[src/rtl/q2e_pkg.sv]
// shared constants and helpers for the quaternion to euler angle pipeline
// used by the top level, the cordic unit and the square-root unit
package q2e_pkg;

    localparam int CORDIC_STEPS = 20;
    localparam int CORDIC_LAT   = CORDIC_STEPS + 2;
    localparam int SQRT_BITS    = 31;
    localparam int SQRT_LAT     = SQRT_BITS;
    localparam int ACC_W        = 25;
    localparam int ANG_W        = 16;
    localparam int ANG_Y_W      = 15;
    localparam int TERM_W       = 36;
    localparam int OPND_W       = 38;

    localparam logic signed [ACC_W-1:0] ACC_QUARTER = 25'sd2949120;
    localparam logic signed [ANG_W-1:0] ANG_LIMIT   = 16'sd23040;
    localparam logic signed [ANG_W-1:0] ANG_RIGHT   = 16'sd11520;

    typedef logic signed [ANG_W-1:0] t_angle;

    // atan(2^-i) in degrees * 2^15, rounded to nearest
    function automatic logic signed [ACC_W-1:0] arc_step(input int idx);
        logic signed [ACC_W-1:0] v;
        case (idx)
            0:  v = 25'sd1474560;
            1:  v = 25'sd870484;
            2:  v = 25'sd459940;
            3:  v = 25'sd233473;
            4:  v = 25'sd117189;
            5:  v = 25'sd58652;
            6:  v = 25'sd29333;
            7:  v = 25'sd14667;
            8:  v = 25'sd7334;
            9:  v = 25'sd3667;
            10: v = 25'sd1833;
            11: v = 25'sd917;
            12: v = 25'sd458;
            13: v = 25'sd229;
            14: v = 25'sd115;
            15: v = 25'sd57;
            16: v = 25'sd29;
            17: v = 25'sd14;
            18: v = 25'sd7;
            19: v = 25'sd4;
            default: v = 25'sd0;
        endcase
        return v;
    endfunction

endpackage

[src/rtl/q2e_isqrt.sv]
// pipelined floor square root of a 61-bit value, one result bit per stage
// depends on q2e_pkg for the root width
module q2e_isqrt (
    input  logic                              i_clk,
    input  logic                              i_en,
    input  logic [2*q2e_pkg::SQRT_BITS-2:0]   i_v,
    output logic [q2e_pkg::SQRT_BITS-1:0]     o_root
);

    localparam int NB = q2e_pkg::SQRT_BITS;
    localparam int VW = 2 * NB - 1;

    logic [VW-1:0] r_v [1:NB];
    logic [VW-1:0] r_r [1:NB];

    for (genvar k = 0; k < NB; k++) begin : g_bit
        localparam logic [VW-1:0] BIT = VW'(1) << (VW - 1 - 2 * k);
        logic [VW-1:0] s_v, s_r, n_v, n_r;
        logic [VW:0]   trial;
        if (k == 0) begin : g_first
            assign s_v = i_v;
            assign s_r = '0;
        end else begin : g_next
            assign s_v = r_v[k];
            assign s_r = r_r[k];
        end
        // restoring step: try r + bit against the remainder
        always_comb begin
            trial = {1'b0, s_r} + {1'b0, BIT};
            if ({1'b0, s_v} >= trial) begin
                n_v = s_v - trial[VW-1:0];
                n_r = (s_r >> 1) + BIT;
            end else begin
                n_v = s_v;
                n_r = s_r >> 1;
            end
        end
        always_ff @(posedge i_clk) begin
            if (i_en) begin
                r_v[k+1] <= n_v;
                r_r[k+1] <= n_r;
            end
        end
    end

    assign o_root = r_r[NB][NB-1:0];

endmodule

[config.mk]
export PLATFORM = sky130hd
export DESIGN_NAME = q2e_isqrt
export DESIGN_NICKNAME = d
export VERILOG_FILES = /design/src/rtl/q2e_pkg.sv /design/src/rtl/q2e_isqrt.sv
export SDC_FILE = /design/constraint.sdc
export NUM_CORES = 2
export LEC_CHECK = 0
export BUFFER_PORTS_ARGS = -buffer_cell sky130_fd_sc_hd__buf_4
export CORE_UTILIZATION = 45
export CTS_CLUSTER_DIAMETER = 60
export CTS_CLUSTER_SIZE = 8
export DETAILED_ROUTE_END_ITERATION = 8
export PLACE_DENSITY_LB_ADDON = 0.1
export SYNTH_ARGS = -nofsm -noshare
export SYNTH_HDL_FRONTEND = slang
export SYNTH_SLANG_ARGS = --single-unit
[constraint.sdc]
create_clock -name i_clk -period 5 [get_ports i_clk]
set_clock_uncertainty 0.2 [all_clocks]
set_input_delay 0.25 -clock i_clk [delete_from_list [all_inputs] [get_ports i_clk]]
set_output_delay 0.25 -clock i_clk [all_outputs]
set_load 0.05 [all_outputs]
==> impl_metrics.py <==
metrics = {
    "power": {
        "power_density_nw_per_um2": 471,
        "power.static_leakage_uw": 0.0473,
        "irDropWorstVdd_uv": 360,
    },
    "finish": {
        "flow.area_growth_from_synthesis_pct": 13.9,
        "fraction_of_layout_cells_with_a_size_suffix_above_1_pct": 7.44,
        "mostFrequentLayoutCells": "sky130_fd_sc_hd__edfxtp_1 (2326), sky130_fd_sc_hd__inv_1 (636), sky130_fd_sc_hd__nand2_1 (628), sky130_fd_sc_hd__nor2_1 (612), sky130_fd_sc_hd__a21oi_1 (549)",
        "nNetsFinal": 9979,
        "nFillCells": 21100,
        "commonest_non_fill_non_tap_cell_in_the_layout": "sky130_fd_sc_hd__edfxtp_1",
    },
    "clock_tree": {
        "cts_tree": "done",
        "insertion_delay_ns": 0.95,
        "clk_path_buf_depth": 4,
        "cts.clk_slew.worst_paths_ns": 0.05,
        "cts_htree_levels": 5,
        "postCtsSetupBuffers": 0,
        "clock_sinks": 2326,
        "cts_made_buffers": 347,
        "number_of_gates_resized_after_cts": 0,
        "root_buffer_cell": "sky130_fd_sc_hd__clkbuf_16",
    },
    "grt": {
        "grt_max_degree": 182,
        "initial_antenna_violation_count": 11,
        "grt_pass1_wl_mm": 420,
        "overall_routing_resource_usage_pct": 21.7,
        "global_route.overflow_total": 0,
        "grt_pass1_vias": 70100,
    },
    "floorplan": {
        "dieHeight_um": 500,
        "placement_row_count": 182,
        "design.core.area_um2": 246000,
        "io-pin-count": 94,
        "die_x_um": 500,
        "start_util_pct": 45.3,
        "die_area_um2": 250000,
    },
    "critical_path": {
        "ff2ff_path_depth": 9,
        "critical_path.max_fanout": 6,
        "worstPathBufferInverterCount": 0,
        "setup.worst_path.end": "r_v[0][1514]",
        "reg2reg_slack_ns": 0.46,
        "timing.critical_path.required_ns": 5.43,
        "critical-path-max-stage-delay_ns": 0.90,
        "regToRegStartpoint": "r_v[0][1443]",
        "cp_data_arrival_time_ns": 4.96,
        "worst_setup_path_type": "flop to flop",
        "cell_repeated_most_along_the_worst_path": "sky130_fd_sc_hd__or3_1",
        "critical_path.startpoint": "r_v[0][1443]",
        "r2r_end": "r_v[0][1514]",
        "crit_path_top_delay_cell": "sky130_fd_sc_hd__nor4_1",
        "worstPathCellList": "or3_1, or3_1, nor4_1, a31oi_1, and3b_1, and2_1, or3_1, or4_1, xnor2_1",
        "setup.worst_path.start_class": "flop",
        "critical_path.top_delay_family": "simple AND/OR/NAND/NOR gates",
        "cp-end-kind": "flop",
        "cp_num_cells": 9,
    },
    "logic_synthesis": {
        "ys_dominant_reg_cell": "sky130_fd_sc_hd__edfxtp_1",
        "yosysWarnings": 0,
        "synth.cell_area_um2": 111000,
        "syn-instance-count": 8915,
        "ys_types": 90,
        "synth.net_count": 9502,
        "synth_area_per_cell_um2": 12.5,
        "yosysSeqAreaShare_pct": 62.7,
        "synth-edff-count": 2326,
        "synth.ff_latch_count": 2326,
        "async_flop_share_pct": 0,
    },
    "detailed_routing": {
        "wl_per_cell_um": 21.7,
        "num_vias": 71100,
        "route.detailed.vias_per_inst": 5.62,
        "drtAntennaViolNets": 1,
        "detail_route.wirelength_mm": 274,
        "drt_iter0_drc": 5829,
        "dr.pass1.iters": 7,
        "drc_errors": 0,
    },
    "timing": {
        "final_worst_path_cycle_share_pct": 90.7,
        "timing.final.crit_period_ns": 4.54,
        "finalSetupViolations": 0,
        "rsz0062_at_grt": "no",
        "final_setup_slack_of_the_worst_path_ns": 0.463,
        "clock.fmax_ghz": 0.220,
        "tns_ns": 0,
        "hold_viol_final": 0,
        "slew_violations": 0,
        "slew_headroom_pct": 20.3,
        "worst_slew_pin_slew_ns": 1.19,
    },
    "placement": {
        "hpwl_after_dpl_mm": 203,
        "gpl.final_weighted_congestion": 0.907,
        "dp_worst_setup_slack_ns": 0.451,
        "io_buffer_count": 93,
    },
    "status": {
        "run_status": "complete, but fails checks",
        "failed_checks": "antenna violations",
    },
    "worst_hold_path": {
        "hp-class": "flop to flop",
    },
    "run": {
        "max_cap_violations": 0,
    },
}
==> cell type report <==
type,instances,area [µm²],share of cell area [%]
repair buffers,314,2910,2.29
well taps,3220,4030,3.17
clock buffers,363,8830,6.96
multi-input cells,5767,38600,30.4
flip-flops and latches,2326,69800,55.0
diodes,11,27.5,0.0217
inverters,636,2390,1.88
clock inverters,26,327,0.257
==> stage by stage <==
| stage | std cells | hold WS (ns) | cell area (µm²) | power (µW) | util, % |
|---|---|---|---|---|---|
| after floorplan | 8915 | 0.149 | 111000 | 35300 | - |
| after global placement | 12100 | 0.222 | 116000 | 39600 | 47.4 |
| after detailed placement | 12100 | 0.228 | 116000 | 39600 | 47.4 |
| after CTS | 12700 | 0.190 | 127000 | 60400 | 51.6 |
| after global routing | 12700 | 0.218 | 127000 | 62700 | 51.6 |
| final | 12700 | 0.215 | 127000 | 59800 | 51.6 |
==> timing repair <==
item	4_1_cts	5_1_grt
hold endpoints to repair	479	0
hold buffers	123	0
setup endpoints to repair	0	0
==> synth_stat cells (all sizes together) (26+ instances only) <==
| cell | number | share of area (%) |
|---|---|---|
| a21oi | 549 | 2.5 |
| nand2 | 628 | 2.1 |
| nor4b | 44 | 0.35 |
| or3 | 98 | 0.55 |
| nand4 | 135 | 0.76 |
| nor4 | 292 | 1.7 |
| o21ai | 467 | 2.1 |
| clkbuf | 171 | 0.58 |
| xor2 | 376 | 3.0 |
| nor2 | 613 | 2.1 |
| inv | 636 | 2.1 |
| or4 | 75 | 0.51 |
| a21boi | 26 | 0.18 |
| nand2b | 102 | 0.57 |
| nor3 | 220 | 0.99 |
| or2 | 49 | 0.28 |
| and3 | 29 | 0.16 |
| and2 | 32 | 0.18 |
| xnor2 | 410 | 3.2 |
| nand3 | 129 | 0.58 |
| nor2b | 84 | 0.47 |
| a21o | 175 | 1.2 |
| o31ai | 58 | 0.39 |
| nand4b | 26 | 0.20 |
| ha | 523 | 5.9 |
| o21bai | 39 | 0.26 |
| a211oi | 52 | 0.35 |
| o211ai | 42 | 0.28 |
| nand3b | 28 | 0.19 |
| mux2 | 45 | 0.45 |
| a31oi | 46 | 0.26 |
| edfxtp | 2326 | 63 |
| o21a | 95 | 0.64 |
==> worst min-delay path by stage <==
stage                         to  slack [ns]  cells past startpoint          from
floorplan            r_v[0][100]        0.15                      0       i_v[39]
global placement    r_v[0][1106]        0.22                      0  r_v[0][1045]
detailed placement  r_v[0][1100]        0.23                      0  r_v[0][1039]
CTS                 r_v[0][1156]        0.19                      2          i_en
global route        r_r[0][1425]        0.22                      0  r_r[0][1365]
finish              r_r[0][1425]        0.21                      0  r_r[0][1365]
==> logic make-up after synthesis <==
| group | count (synthesis) | synth area share [%] |
|---|---|---|
| adder cells (fa/ha/maj) | 524 | 5.89 |
| buffers and inverters | 822 | 2.78 |
| other | 1 | 0.00337 |
| AO/OA/AOI/OAI | 1728 | 9.55 |
| multiplexers | 58 | 0.572 |
| AND/OR/NAND/NOR | 2670 | 12.3 |
| XOR/XNOR | 786 | 6.18 |
| flip-flops | 2326 | 62.7 |
==> flip-flops by register name, summed over array words and instances, names as in the netlist <==
register and flops:
r_v 1830, r_r 496
==> layer usage <==
layer	global-route usage (%)	part of all wire, %
met5	0	0
met4	5.31	2.1
met3	3.43	4.7
met2	35.2	47
met1	30.5	46
==> power by group <==
group | switching (µW) | internal, µW | leakage (µW)
Combinational | 7270 | 5080 | 0.0205
Clock | 7880 | 12500 | 0.00449
Sequential | 2170 | 24900 | 0.0224
(Power assumes the default switching activity.)
